$ cat config.mk
export PLATFORM = sky130hd
export DESIGN_NAME = wrr_queue
export DESIGN_NICKNAME = d
export VERILOG_FILES = /design/src/rtl/wrr_pkg.sv /design/src/rtl/wrr_queue.sv
export SDC_FILE = /design/constraint.sdc
export NUM_CORES = 1
export LEC_CHECK = 0
export BUFFER_PORTS_ARGS = -buffer_cell sky130_fd_sc_hd__buf_2
export CAP_MARGIN = 10
export CORE_UTILIZATION = 52
export CTS_CLUSTER_DIAMETER = 50
export DETAILED_ROUTE_END_ITERATION = 16
export PLACE_DENSITY = 0.79
export SETUP_SLACK_MARGIN = 0.1
export SLEW_MARGIN = 5
export SYNTH_ARGS = -nofsm -noshare
export SYNTH_HDL_FRONTEND = slang
export SYNTH_SLANG_ARGS = --single-unit
$ cat constraint.sdc
create_clock -name clk -period 3.5 [get_ports clk]
set_clock_uncertainty 0.1 [all_clocks]
set_input_delay 0.175 -clock clk [delete_from_list [all_inputs] [get_ports clk]]
set_output_delay 0.175 -clock clk [all_outputs]
set_load 0.005 [all_outputs]
$ cat src/rtl/wrr_pkg.sv
// ----------------------------------------------------------------------------
// wrr_pkg
// Shared constants and register codes for the weighted random child pick.
// ----------------------------------------------------------------------------
package wrr_pkg;

  // default slot count and weight width
  localparam int MAX_SLOTS_DEF   = 8;
  localparam int WEIGHT_BITS_DEF = 16;

  // random fraction width, threshold is (roll * total) >> ROLL_BITS
  localparam int ROLL_BITS = 16;

  // stored previous winner, all ones means no previous choice
  localparam int                   PREV_BITS = 4;
  localparam logic [PREV_BITS-1:0] NO_WINNER = 4'd15;

  // configuration registers
  localparam int                    COUNT_BITS        = 4;
  localparam logic [COUNT_BITS-1:0] CHILD_COUNT_RESET = 4'd8;
  localparam int                    CFG_IDX_BITS      = 1;
  localparam int                    CFG_DATA_BITS     = 4;

  typedef enum logic [CFG_IDX_BITS-1:0] {
    CFG_AVOID_REPEAT = 1'b0,
    CFG_CHILD_COUNT  = 1'b1
  } cfg_reg_t;

  // depth of the queue between front and back
  localparam int QUEUE_DEPTH = 2;

endpackage

$ cat src/rtl/wrr_queue.sv
// ----------------------------------------------------------------------------
// wrr_queue
// Small register queue that decouples the front from the back.
// ----------------------------------------------------------------------------
module wrr_queue #(
  parameter int WIDTH = 8,
  parameter int DEPTH = wrr_pkg::QUEUE_DEPTH
) (
  input  logic             clk,
  input  logic             rst_n,
  input  logic             wr_valid,
  output logic             wr_ready,
  input  logic [WIDTH-1:0] wr_data,
  output logic             rd_valid,
  input  logic             rd_ready,
  output logic [WIDTH-1:0] rd_data
);

  localparam int PTR_BITS = $clog2(DEPTH);
  localparam int CNT_BITS = $clog2(DEPTH + 1);

  logic [WIDTH-1:0]    mem_r [DEPTH];
  logic [PTR_BITS-1:0] wr_ptr_r, rd_ptr_r;
  logic [CNT_BITS-1:0] count_r;
  logic                push, pop;

  assign wr_ready = (count_r != CNT_BITS'(DEPTH));
  assign rd_valid = (count_r != '0);
  assign rd_data  = mem_r[rd_ptr_r];
  assign push     = wr_valid && wr_ready;
  assign pop      = rd_valid && rd_ready;

  // pointers and fill count
  always_ff @(posedge clk) begin
    if (!rst_n) begin
      wr_ptr_r <= '0;
      rd_ptr_r <= '0;
      count_r  <= '0;
    end else begin
      if (push) begin
        wr_ptr_r <= (wr_ptr_r == PTR_BITS'(DEPTH - 1)) ? '0 : wr_ptr_r + 1'b1;
      end
      if (pop) begin
        rd_ptr_r <= (rd_ptr_r == PTR_BITS'(DEPTH - 1)) ? '0 : rd_ptr_r + 1'b1;
      end
      if (push && !pop) begin
        count_r <= count_r + 1'b1;
      end else if (pop && !push) begin
        count_r <= count_r - 1'b1;
      end
    end
  end

  // storage
  always_ff @(posedge clk) begin
    if (push) mem_r[wr_ptr_r] <= wr_data;
  end

endmodule

# [Word level (Yosys, flattened, before mapping)]
# Memory sizes are Yosys's and may differ from the RTL's. A register that Yosys moved wholly into a read port is not among the register bits.
# Cells that the tools add are included.
[op_classes] shifts=0 n_bitwise=0 eq_ne=1 n_mux=8 n_div=0 n_lt_le_gt_ge=0 n_addsub=4 n_reduce_logical=8 n_mul=0
[ops] operator="$mux 1" count=6
[ops] operator="$logic_and 1x1->1" count=4
[ops] operator="$mux 2" count=2
[ops] operator="$reduce_bool 2->1" count=2
[ops] operator="$add 1x1->1 const B" count=2
[ops] operator="$add 2x1->2 const B" count=1
[ops] operator="$logic_not 1->1" count=2
[ops] operator="$ne 2x2->1 const B" count=1
[ops] operator="$sub 2x1->2 const B" count=1
[word_totals] n_memories=1 latch_bits=0 output_inout_bits=10 rom_bits=0 in_bits=12 mem_bits_rw=16 register_bits=4
[mem_list] memory="mem_r" depth=2 width=8 rd=1 rd_ports_with_merged_regs=1 write_ports=1 line_no="wrr_queue.sv:22" source="logic [WIDTH-1:0] mem_r [DEPTH];"

# [Depth between registers and ports, before layout]
[depth] ltp_word=6 depth_mapped=6 depth_no_buf=6

# [Worst setup path after synthesis]
# OpenSTA, ideal clock, no wires.
[synth_timing] path_kind="reg-to-reg" startpoint="register count_r[0]" endpoint="register count_r[1]" synth_period_minus_slack_ns=1.585 t_arrival_ns=1.415 path_buffers=0 path_stages_with_launch=6 setup_time_ns=0.070 path_slack_ns=1.915 path_cell_list="dfxtp_1 > nand2b_4 > and2_1 > ha_1 > or3_1 > a21oi_1"
[synth_between] elab_chain_len=5
[synth_lines] item="start, declared" line_no="wrr_queue.sv:24" source="logic [CNT_BITS-1:0] count_r;"
[synth_lines] item="start signal, assigned" line_no="wrr_queue.sv:47" source="count_r <= count_r + 1'b1;"
[synth_lines] item="start signal, assigned" line_no="wrr_queue.sv:49" source="count_r <= count_r - 1'b1;"
[synth_lines] item="$ne 2x2->1 (*)" line_no="wrr_queue.sv:27" source="assign wr_ready = (count_r != CNT_BITS'(DEPTH));"
[synth_lines] item="named net wr_ready" line_no="wrr_queue.sv:12" source="output logic wr_ready,"
[synth_lines] item="$logic_and 1x1->1 (*)" line_no="wrr_queue.sv:30" source="assign push = wr_valid && wr_ready;"
[synth_lines] item="$logic_not 1->1" line_no="wrr_queue.sv:48" source="end else if (pop && !push) begin"
[synth_lines] item="$logic_and 1x1->1" line_no="wrr_queue.sv:48"
[synth_lines] item="$reduce_bool 2->1 (no line)"
# The timed path passes the listed nets; every way through them passes the cells marked *. The select of a mux whose other input is x is not followed.
# A chain may end at the register's enable or synchronous reset.

# [Worst setup path after layout]
[layout_timing] startpoint="register count_r[0]" endpoint="register count_r[1]"
[layout_between] elab_chain_len=5
[layout_lines] item="branches (longest 5 deep; another with $sub 2x1->2)"
# Several ways; the timed one is not identified. The select of a mux whose other input is x is not followed.

==> results.py <==
metrics = {
    "die": {
        "design.portCount": 22,
        "dieHeight_um": 41.5,
        "die-area_um2": 1720,
        "start_util_pct": 59.2,
        "core_region_area_um2": 1370,
        "rows": 13,
        "fp.dieW_um": 41.5,
    },
    "global_routing": {
        "grt_max_degree": 12,
        "grt_pass1_wl_mm": 2.19,
        "grt_pass1_vias": 480,
        "grt_remaining_overflow": 0,
        "antenna_found_initial": 0,
        "grt_usage_pct": 18.0,
    },
    "sta": {
        "max_freq_mhz": 598,
        "hold_violations": 0,
        "rsz0062_at_grt": "no",
        "tns_ps": 0,
        "worst_slew_pin_slew_ps": 381,
        "fin_crit_sh_pct": 47.7,
        "setup_viol": 0,
        "period_minus_slack_ps": 1670,
        "maxSlewViolCount": 0,
        "max_slew_margin_pct": 74.6,
    },
    "min_path": {
        "hold_path_startpoint": "rst_n",
        "hold_path.class": "in -> reg",
    },
    "logic_synthesis": {
        "syn_inst": 50,
        "synth_edf_count": 16,
        "synth_flop_cell": "edfxtp_1",
        "synth-seq-area-share_pct": 71.7,
        "synth_cell_types": 17,
        "syn_area_um2": 810,
        "synth_nets": 63,
        "synth_seq_cells": 21,
        "syn_area_per_cell_um2": 16.2,
        "synthArstFlopShare_pct": 0,
        "synth_warnings": 0,
    },
    "detailed_routing": {
        "wl_met3_um": 48,
        "drc": 0,
        "m1WireLength_um": 596,
        "drt-initial-drc-count": 6,
        "viasPerCell": 4.97,
        "postRouteAntennaNets": 0,
        "post_drt_wl_per_cell_um": 13.2,
        "wl_met2_um": 599,
        "dr.pass1.iters": 3,
        "top_layer_used": "met4",
        "vias": 482,
        "drt-total-wl_mm": 1.28,
    },
    "setup_path": {
        "reg2reg_from": "count_r[0]",
        "critPathMaxFanout": 5,
        "worstSetupEndpointType": "register",
        "crit_chain": "nand2b_4, and2_1, ha_1, or3_1, a21oi_1",
        "cp.required_ps": 3650,
        "cp_slowest_cell": "or3_1",
        "worstPathArrival_ps": 1820,
        "start_kind": "register",
        "cpPeakStageDelay_ps": 380,
        "startpoint": "count_r[0]",
        "critPathKind": "reg -> reg",
    },
    "clocking": {
        "postCtsSetupRepairBufs": 0,
        "htree_levels": 1,
        "cts.path.max_buffers": 2,
        "cts-root-buf": "clkbuf_4",
        "cts.sinks": 21,
        "cts_tree": "yes",
        "clk_pin_slew_worst_paths_ps": 110,
        "clk_latency_ps": 300,
        "cts_buffers": 3,
    },
    "power": {
        "p_leak_nw": 0.421,
        "power_density_nw_per_um2": 632,
        "max-vdd-ir-drop_mv": 0.438,
    },
    "final_layout": {
        "area_delta_synth_final_pct": 27.8,
        "n_antenna_cell": 0,
        "n_fill_cell": 97,
        "finalNetCount": 96,
        "final_area_um2": 1030,
        "drive_gt1_share_pct": 42.7,
        "layout_commonest_cell": "buf_2",
        "layout_common_cells": "buf_2 (21), edfxtp_1 (16), mux2_2 (8), dlygate4sd3_1 (8), dfxtp_1 (5)",
    },
    "placed_design": {
        "numPortBuffers": 21,
        "place_congestion": 0.710,
        "place_area_um2": 928,
        "hpwlAfterDp_um": 903,
    },
    "run_status": {
        "outcome": "finished clean",
    },
    "job": {
        "drv_cap": 0,
    },
}
==> layer usage <==
metal	track usage, %	up-vias
met5	0	-
met2	28.1	15
met1	21.7	218
met4	11.6	0
li1	-	245
met3	5.22	4
==> sequential cells by signal (all words and copies together) (netlist names), named ones only <==
signal and count:
wr_ptr_r 1, count_r 2, rd_ptr_r 1, mem_r 16
==> logic make-up (layout without fill, tap and decap cells) <==
| family | after synthesis | count (layout) | synth area share (%) |
|---|---|---|---|
| flops | 21 | 21 | 71.7 |
| simple gates | 9 | 9 | 7.11 |
| mux | 8 | 8 | 11.1 |
| compound gates | 5 | 5 | 3.71 |
| xor+xnor | 3 | 3 | 3.25 |
| buf+inv | 3 | 35 | 1.55 |
| fa+ha+maj | 1 | 1 | 1.55 |
==> metrics by stage <==
stage	setup slack (ps)	hold WS (ps)	power, mW	util (%)	cells
after floorplan	1920	174	0.474	-	50
after global placement	1890	264	0.531	67.9	85
final	1830	54.6	0.654	75.7	97
after detailed placement	1860	267	0.539	67.9	85
after CTS	1830	53.8	0.658	75.7	97
after global routing	1710	90.7	0.692	75.7	97
==> final cells by class <==
cell class	count	area (um2)	share of cell area [%]
multi-input combinational	26	216	20.9
timing repair buffer	29	185	17.9
inverter	2	7.51	0.726
sequential	21	581	56.1
clock buffer	4	26.3	2.54
tap	15	18.8	1.81
==> final timing paths <==
| kind | to | slack (ps) | cells after the start |
|---|---|---|---|
| max | count_r[1] | 1830 | 5 |
| min | register | 50 | 3 |
| max reg2reg | count_r[1] | 1830 | 5 |
| min reg2reg | register | 430 | 2 |
==> critical path, delay by kind of cell (launching register included) <==
family	cells	cell delay, ps
flip-flops	1	370
adder cells (fa/ha/maj)	1	300
AND/OR/NAND/NOR	3	710
AO/OA/AOI/OAI	1	130
==> timing repair <==
item / 4_1_cts / 5_1_grt
hold buffers: 8 / 0
hold endpoints to repair: 16 / 0
resized for setup: 0 / 0
==> where the power goes <==
part           internal, mW  switching (mW)  total, mW
Clock                0.0445          0.0705      0.115
Sequential            0.316          0.0329      0.349
Combinational         0.109          0.0808      0.190
==> synth_stat cells, drive strengths merged (2+ instances only) <==
cell type	count	area [um2]
dfxtp	5	100
a21oi	2	10.0
xor2	3	26.3
mux2	8	90.1
nor2	3	11.3
inv	2	7.51
edfxtp	16	480
o21ai	2	10.0
Power figures use the tool's default switching activity.
