**config.mk**
```make
export PLATFORM = sky130hd
export DESIGN_NAME = wrr_back
export DESIGN_NICKNAME = d
export VERILOG_FILES = /design/src/rtl/wrr_pkg.sv /design/src/rtl/wrr_back.sv
export SDC_FILE = /design/constraint.sdc
export NUM_CORES = 1
export LEC_CHECK = 0
export ABC_AREA = 1
export BUFFER_PORTS_ARGS = -buffer_cell sky130_fd_sc_hd__buf_2
export CAP_MARGIN = 0
export CORE_AREA = 5 5 225 227
export CTS_CLUSTER_SIZE = 30
export DETAILED_ROUTE_END_ITERATION = 12
export DIE_AREA = 0 0 230 232
export SLEW_MARGIN = 20
export SYNTH_ARGS = -nofsm -noshare
export SYNTH_HDL_FRONTEND = slang
export SYNTH_SLANG_ARGS = --single-unit
```
**constraint.sdc**
```tcl
create_clock -name clk -period 6.5 [get_ports clk]
set_clock_uncertainty 0.05 [all_clocks]
set_input_delay 1.3 -clock clk [delete_from_list [all_inputs] [get_ports clk]]
set_output_delay 1.3 -clock clk [all_outputs]
set_load 0.005 [all_outputs]
```
**src/rtl/wrr_pkg.sv**
```systemverilog
// ----------------------------------------------------------------------------
// wrr_pkg
// Shared constants and register codes for the weighted random child pick.
// ----------------------------------------------------------------------------
package wrr_pkg;

  // default slot count and weight width
  localparam int MAX_SLOTS_DEF   = 8;
  localparam int WEIGHT_BITS_DEF = 16;

  // random fraction width, threshold is (roll * total) >> ROLL_BITS
  localparam int ROLL_BITS = 16;

  // stored previous winner, all ones means no previous choice
  localparam int                   PREV_BITS = 4;
  localparam logic [PREV_BITS-1:0] NO_WINNER = 4'd15;

  // configuration registers
  localparam int                    COUNT_BITS        = 4;
  localparam logic [COUNT_BITS-1:0] CHILD_COUNT_RESET = 4'd8;
  localparam int                    CFG_IDX_BITS      = 1;
  localparam int                    CFG_DATA_BITS     = 4;

  typedef enum logic [CFG_IDX_BITS-1:0] {
    CFG_AVOID_REPEAT = 1'b0,
    CFG_CHILD_COUNT  = 1'b1
  } cfg_reg_t;

  // depth of the queue between front and back
  localparam int QUEUE_DEPTH = 2;

endpackage

```
**src/rtl/wrr_back.sv**
```systemverilog
// ----------------------------------------------------------------------------
// wrr_back
// Drops the previous winner where asked, picks the first candidate whose sum
// passes the threshold, else the last, registers the result and the winner.
// ----------------------------------------------------------------------------
module wrr_back #(
  parameter int MAX_SLOTS   = wrr_pkg::MAX_SLOTS_DEF,
  parameter int WEIGHT_BITS = wrr_pkg::WEIGHT_BITS_DEF
) (
  input  logic                                     clk,
  input  logic                                     rst_n,
  input  logic                                     avoid_repeat,
  // queue side
  input  logic                                     q_valid,
  output logic                                     q_ready,
  input  logic [MAX_SLOTS-1:0]                     q_cand,
  input  logic [MAX_SLOTS-1:0][WEIGHT_BITS-1:0]    q_weight,
  input  logic [MAX_SLOTS-1:0][WEIGHT_BITS+$clog2(MAX_SLOTS)-1:0] q_prefix,
  input  logic [MAX_SLOTS-1:0][WEIGHT_BITS+wrr_pkg::ROLL_BITS-1:0] q_rw,
  input  logic [WEIGHT_BITS+$clog2(MAX_SLOTS)+wrr_pkg::ROLL_BITS-1:0] q_rt,
  // result side
  output logic                                     out_valid,
  input  logic                                     out_ready,
  output logic [$clog2(MAX_SLOTS)-1:0]             out_chosen_slot,
  output logic                                     out_choice_made
);

  localparam int RB   = wrr_pkg::ROLL_BITS;
  localparam int SW   = WEIGHT_BITS + $clog2(MAX_SLOTS);
  localparam int PW   = WEIGHT_BITS + RB;
  localparam int TW   = SW + RB;
  localparam int CW   = TW + 1;
  localparam int IDXW = $clog2(MAX_SLOTS);
  localparam int PB   = wrr_pkg::PREV_BITS;

  logic                   out_valid_r;
  logic [IDXW-1:0]        slot_r;
  logic                   made_r;
  logic [PB-1:0]          prev_r;

  logic                   accept;
  logic                   many;
  logic [MAX_SLOTS-1:0]   hit, drop, cand2, after, pass;
  logic [WEIGHT_BITS-1:0] w_d;
  logic [PW-1:0]          r_d;
  logic [CW-1:0]          lhs [MAX_SLOTS];
  logic [CW-1:0]          rhs [MAX_SLOTS];
  logic [IDXW-1:0]        win;
  logic                   made;
  logic                   seen;

  assign q_ready = !out_valid_r || out_ready;
  assign accept  = q_valid && q_ready;

  // under avoid_repeat, drop the prior winner if over one candidate is left
  always_comb begin
    many = (q_cand & (q_cand - 1'b1)) != '0;
    for (int i = 0; i < MAX_SLOTS; i++) begin
      hit[i] = q_cand[i] && (PB'(i) == prev_r);
    end
    drop  = (avoid_repeat && many) ? hit : '0;
    cand2 = q_cand & ~drop;
    w_d   = '0;
    r_d   = '0;
    for (int i = 0; i < MAX_SLOTS; i++) begin
      if (drop[i]) begin
        w_d = w_d | q_weight[i];
        r_d = r_d | q_rw[i];
      end
    end
    seen = 1'b0;
    for (int i = 0; i < MAX_SLOTS; i++) begin
      after[i] = seen;
      seen     = seen | drop[i];
    end
  end

  // sum > threshold rewritten as (sum << 16) > roll * total, dropped weight
  // taken out of both sides
  always_comb begin
    for (int i = 0; i < MAX_SLOTS; i++) begin
      lhs[i]  = CW'({q_prefix[i], {RB{1'b0}}}) + CW'(r_d);
      rhs[i]  = CW'(q_rt) + (after[i] ? CW'({w_d, {RB{1'b0}}}) : '0);
      pass[i] = cand2[i] && (lhs[i] > rhs[i]);
    end
  end

  // first passing candidate, last candidate as fallback
  always_comb begin
    win = '0;
    for (int i = 0; i < MAX_SLOTS; i++) begin
      if (cand2[i]) win = IDXW'(i);
    end
    for (int i = MAX_SLOTS - 1; i >= 0; i--) begin
      if (pass[i]) win = IDXW'(i);
    end
    made = |q_cand;
  end

  // control state and previous winner
  always_ff @(posedge clk) begin
    if (!rst_n) begin
      out_valid_r <= 1'b0;
      prev_r      <= wrr_pkg::NO_WINNER;
    end else begin
      if (accept) begin
        out_valid_r <= 1'b1;
        if (made) prev_r <= PB'(win);
      end else if (out_ready) begin
        out_valid_r <= 1'b0;
      end
    end
  end

  // result payload
  always_ff @(posedge clk) begin
    if (accept) begin
      slot_r <= made ? win : '0;
      made_r <= made;
    end
  end

  assign out_valid       = out_valid_r;
  assign out_chosen_slot = slot_r;
  assign out_choice_made = made_r;

endmodule

```
After elaboration in Yosys (flattened, before gate mapping)
Cells that the tools add are included.

word-level totals
  flip-flop bits (word level) = 9

operators by class
  muxes and demuxes = 41
  reductions and logical operators = 25
  bitwise gates (word level) = 23
  order comparisons = 8
  add/sub/neg operators = 16
  equality and inequality tests = 7

operators with widths
  kind                                                count
  adder 35 x 32 -> 36 bit                             15
  two-way mux 32 bit                                  15
  > comparator 36 bit                                 7
  OR 32 bit                                           7
  two-way mux 16 bit                                  8
  OR 16 bit                                           7
  two-way mux 3 bit                                   14
  > comparator 36 x 35 -> 1 bit                       1
  logical AND 1 bit                                   18
  bitwise AND 8 bit                                   2
  equality test 3 x 4 -> 1 bit, first input constant  4
  equality test 2 x 4 -> 1 bit, first input constant  2
  two-way mux 8 bit                                   1
  NOT 8 bit                                           1
  nonzero test 8 bit                                  1
  OR reduction 8 bit                                  1
  subtractor 8 x 1 -> 8 bit, second input constant    1
  OR 1 bit                                            6
  equality test 1 x 4 -> 1 bit, first input constant  1
  logical NOT 4 bit                                   1
  two-way mux 1 bit                                   3
  AND reduction 2 bit                                 1
  nonzero test 2 bit                                  1
  logical NOT 1 bit                                   1
  logical OR 1 bit                                    1

Longest topological paths before layout
  word-level depth = 32
  depth in mapped cells = 49
  gate-level depth less buffers = 48

Worst setup path after synthesis
No wires, ideal clock.

  path kind = input port to flip-flop
  start = in q_cand[1]
  end = reg slot_r[1] (netlist: out_chosen_slot[1]) (data pin)
  cell stages on the path = 46
  data arrival time = 6.367 ns
  path buffers = 1
  library setup time = 0.265 ns
  data required time = 6.185 ns
  slack = -0.182 ns
  path through = nor2_1 -> nand2_1 -> nand2_1 -> inv_1 -> nor2_1 -> nand3_1 -> nand2_1 -> inv_2 -> nand2_2 -> inv_2 -> buf_6 -> a22o_1 -> a21oi_1 -> nand3_1 -> a21oi_1 -> nand2_1 -> a21oi_2 -> inv_1 -> [10 not listed] -> o21ai_1 -> nand3_1 -> xor2_1 -> inv_1 -> ha_1 -> nand2_1 -> inv_1 -> nand2_1 -> nor2_1 -> nand4_1 -> nor4b_1 -> o21ai_0 -> nand2_1 -> nand2_1 -> o211ai_1 -> nand2_1 -> nand2_1 -> nor2_1

between the ends
  cells in the longest elaborated chain, start to end = 32

ends and longest elaborated chain
  item                             RTL line         text
  start, declared                  wrr_back.sv:16   input logic [MAX_SLOTS-1:0] q_cand,
  subtractor 8 x 1 -> 8 bit        wrr_back.sv:57   many = (q_cand & (q_cand - 1'b1)) != '0;
  bitwise AND 8 bit                wrr_back.sv:57
  nonzero test 8 bit               wrr_back.sv:57
  logical AND 1 bit                wrr_back.sv:61   drop = (avoid_repeat && many) ? hit : '0;
  two-way mux 8 bit                wrr_back.sv:61
  two-way mux 16 bit               wrr_back.sv:66   if (drop[i]) begin
  OR 16 bit                        wrr_back.sv:67   w_d = w_d | q_weight[i];
  two-way mux 16 bit               wrr_back.sv:66
  [9 not listed]                   n/a
  two-way mux 16 bit               wrr_back.sv:66
  OR 16 bit                        wrr_back.sv:67
  two-way mux 16 bit               wrr_back.sv:66
  two-way mux 32 bit               wrr_back.sv:83   rhs[i] = CW'(q_rt) + (after[i] ? CW'({w_d, {RB{1'b0}}}) : '0);
  adder 35 x 32 -> 36 bit          wrr_back.sv:83
  > comparator 36 bit              wrr_back.sv:84   pass[i] = cand2[i] && (lhs[i] > rhs[i]);
  logical AND 1 bit                wrr_back.sv:84
  two-way mux 3 bit (8 in series)  wrr_back.sv:95   if (pass[i]) win = IDXW'(i);
  end signal, assigned             wrr_back.sv:118  slot_r <= made ? win : '0;
  end, declared                    wrr_back.sv:37   logic [IDXW-1:0] slot_r;

Several ways; a longest one is shown, not always the timed one.
A chain may end at the register's enable or synchronous reset.

Final worst setup path
  start = in q_cand[2]
  end = reg slot_r[0] (netlist: out_chosen_slot[0]) (data pin)

The elaborated chain is that of the path after synthesis.

==> flow_metrics.py <==
metrics = {
    "routing": {
        "vias_per_cell": 5.19,
        "drc_errors": 0,
        "dr_total_vias": 22400,
        "dr.pass1.iters": 5,
        "totalWireLength_um": 89800,
        "initialDrtViolationCount": 1166,
        "ant_nets": 0,
        "wl_per_cell_um": 20.8,
    },
    "timing": {
        "period_share_pct": 103,
        "rsz0062_at_grt": "yes",
        "hold_violations": 0,
        "timing.final.ws_setup_ps": -212,
        "maxSlewHeadroom_pct": 45.5,
        "fmax_mhz": 149,
        "maxSlewViolCount": 0,
        "setup_viol": 6,
        "worst_slew_pin_slew_ps": 817,
        "min_period_ps": 6710,
    },
    "synth": {
        "synth-edff-count": 4,
        "yosys.area.top_type": "ha_1",
        "yosysWarnings": 0,
        "synthTopCellsByArea": "ha_1 (28%), nand2_1 (14%), a21oi_1 (9.4%), xor2_1 (7.3%), inv_1 (6.1%)",
        "ys_ff_latch": 9,
        "synthCells": 2480,
        "synth_area_um2": 16100,
        "syn_area_per_cell_um2": 6.47,
        "ys_types": 55,
        "yosys.area.top_type_share_pct": 28.3,
        "synthFlopType": "dfxtp_1",
        "async_reset_ff_share_pct": 0,
        "ys_seq_area_share_pct": 1.37,
        "syn-num-nets": 3440,
    },
    "clocking": {
        "numCtsBuffers": 3,
        "cts_hold_buf": 0,
        "insertion_delay_ps": 230,
        "clk_pin_slew_ps": 40,
        "cts_tree": "done",
        "cts_root_buffer": "clkbuf_16",
        "cts.htree.levels": 1,
        "cts.sinks": 9,
        "clk_path_buf_depth": 2,
    },
    "global_route": {
        "grt_pass1_vias": 22100,
        "grt_overflow_total": 0,
        "grt_max_degree": 26,
        "grt_antenna_before_repair": 22,
        "grt_pass1_wl_um": 127000,
        "track_usage_pct": 31.2,
    },
    "pwr": {
        "powerDensity_nw_per_um2": 66.1,
        "leakagePower_nw": 14.7,
        "vdd_drop_max_mv": 0.0803,
    },
    "cells_and_area": {
        "syn2layout_area_growth_pct": 60.4,
        "seq_area_um2": 220,
        "final_common_cell": "buf_4",
        "n_fill_cell": 5066,
        "fin_area_um2": 25800,
        "mostFrequentLayoutCells": "buf_4 (648), nand2_1 (582), buf_2 (555)",
        "stdcell_count": 4309,
        "multi_input_area_um2": 15500,
        "fin_nets": 4632,
        "drive_gt1_share_pct": 39.6,
    },
    "run": {
        "drv_cap": 0,
    },
    "worst_setup_path": {
        "timing.critical_path.slowest_cell_delay_ps": 350,
        "path_class": "input port to flip-flop",
        "path_buf_inv": 13,
        "crit_family": "simple AND/OR/NAND/NOR gates",
        "cp_data_required_time_ps": 6430,
        "cp-start-kind": "input port",
        "worstPathArrival_ps": 6650,
        "critPathCaptureType": "flip-flop",
        "crit_path_frequent_cell": "buf_4",
        "cp_slowest_cell": "ha_1",
        "cp_max_fo": 6,
    },
    "die": {
        "chipWidth_um": 230,
        "die_h_um": 232,
        "core_um2": 48400,
        "num_rows": 81,
        "start_util_pct": 33.1,
        "pin_count": 590,
        "die_area_um2": 53400,
    },
    "placed_design": {
        "gp_congestion": 1.02,
        "port_buffers": 560,
        "dp_hpwl_um": 80000,
        "dpl_cell_area_um2": 24300,
        "dp_cells": 4247,
    },
    "run_status": {
        "status": "finished, violations left",
        "violations": "negative setup slack",
    },
    "hold_path": {
        "min_path_type": "flip-flop to flip-flop",
    },
}
-- path summary, 6_finish.rpt --
path                                             start                          endpoint  slack [ps]  cells after the start
worst max-delay path                         q_cand[2]  out_chosen_slot[0]$_SDFFCE_PN0P_        -210                     46
worst min-delay path            prev_r[2]$_SDFFE_PN1P_            prev_r[2]$_SDFFE_PN1P_         470                      2
worst max register to register  prev_r[2]$_SDFFE_PN1P_  out_chosen_slot[1]$_SDFFCE_PN0P_         690                     38
worst min register to register  prev_r[2]$_SDFFE_PN1P_            prev_r[2]$_SDFFE_PN1P_         470                      2
-- kinds of logic (layout without fill, tap and decap cells) --
family | Yosys count | after routing | share of synthesized area (%)
XOR/XNOR | 215 | 215 | 11.7
other | 0 | 16 | 0
AO/OA/AOI/OAI | 620 | 620 | 24.4
adder cells (fa/ha/maj) | 376 | 376 | 29.9
AND/OR/NAND/NOR | 939 | 939 | 24.5
buffers and inverters | 321 | 1512 | 8.11
flip-flops | 9 | 9 | 1.37
-- registers in the layout, summed over array words and instances, names as in the netlist --
signal and count:
out_choice_made 1, out_valid 1, out_chosen_slot 3, prev_r 4
-- metrics by stage --
| stage | hold slack, ps | util, % | setup TNS, ps | worst slack, ps | total power, mW |
|---|---|---|---|---|---|
| 3_3_place_gp | 431 | 50.1 | -4690 | -812 | 1.47 |
| 2_1_floorplan | 404 | - | 0 | 2.12 | 0.779 |
| 3_5_place_dp | 439 | 50.1 | -4860 | -833 | 1.49 |
| 5_1_grt | 505 | 53.1 | -3120 | -545 | 1.86 |
| 6_report | 466 | 53.2 | -834 | -212 | 1.70 |
| 4_1_cts | 457 | 51.5 | -913 | -229 | 1.64 |
-- final cells by class --
class                           count  share of cell area [%]
Multi-Input combinational cell   2150                    60.1
Timing Repair Buffer             1229                    31.3
Inverter                          277                    4.24
Tap cell                          622                    3.02
Sequential cell                     9                   0.855
Clock buffer                        4                   0.306
Antenna cell                       16                   0.155
Timing Repair inverter              2                  0.0583
-- where the power goes --
part / internal [mW] / switching [mW]
Clock: 0.0820 / 0.0269
Combinational: 0.718 / 0.804
Sequential: 0.0666 / 0.00359
Total: 0.866 / 0.835
-- worst reg2reg max path, delay by kind of cell, from the launching register on --
kind	cells	cell delay, ps
and+or+nand+nor	18	2140
DFF	1	320
adders and majority gates	2	690
AOI/OAI and AO/OA	11	1380
buffers and inverters	7	1000
-- what timing repair did --
action / in CTS / in global routing
resized for setup: 110 / 130
buffers inserted: 19 / 21
cloned: 0 / 2
setup endpoints to repair: 6 / 6
pin swaps: 47 / 73
-- layer usage --
metal	routed length [um]	part of all wire, %	track usage (%)
met2	46000	51	59.5
met5	54	0.060	0
met1	33700	38	34.0
met4	5480	6.1	15.8
met3	4580	5.1	3.20
-- Yosys cell counts, types with 4 or more instances --
master,instances
buf_1,4
clkbuf_1,10
a31oi_1,17
nor3b_1,6
a211oi_1,5
ha_1,363
o2111ai_1,5
o211ai_1,12
o21ai_0,64
a21oi_1,302
nand2_2,7
a21boi_0,7
xor2_1,133
o21ai_1,45
nand4_1,48
a21o_1,17
nor2_1,131
inv_1,260
nor3_1,18
a221oi_2,5
a21boi_1,21
nand3_1,100
inv_2,13
xnor2_1,82
a211oi_2,4
edfxtp_1,4
o21a_1,8
a2111oi_4,6
dfxtp_1,5
a32o_1,6
a221oi_1,46
buf_2,19
buf_6,8
fa_1,13
o21bai_1,8
nand2_1,603
nor4_1,6
nand3b_1,7
a22o_1,28
Note: power is estimated with default switching activity, not from simulation.
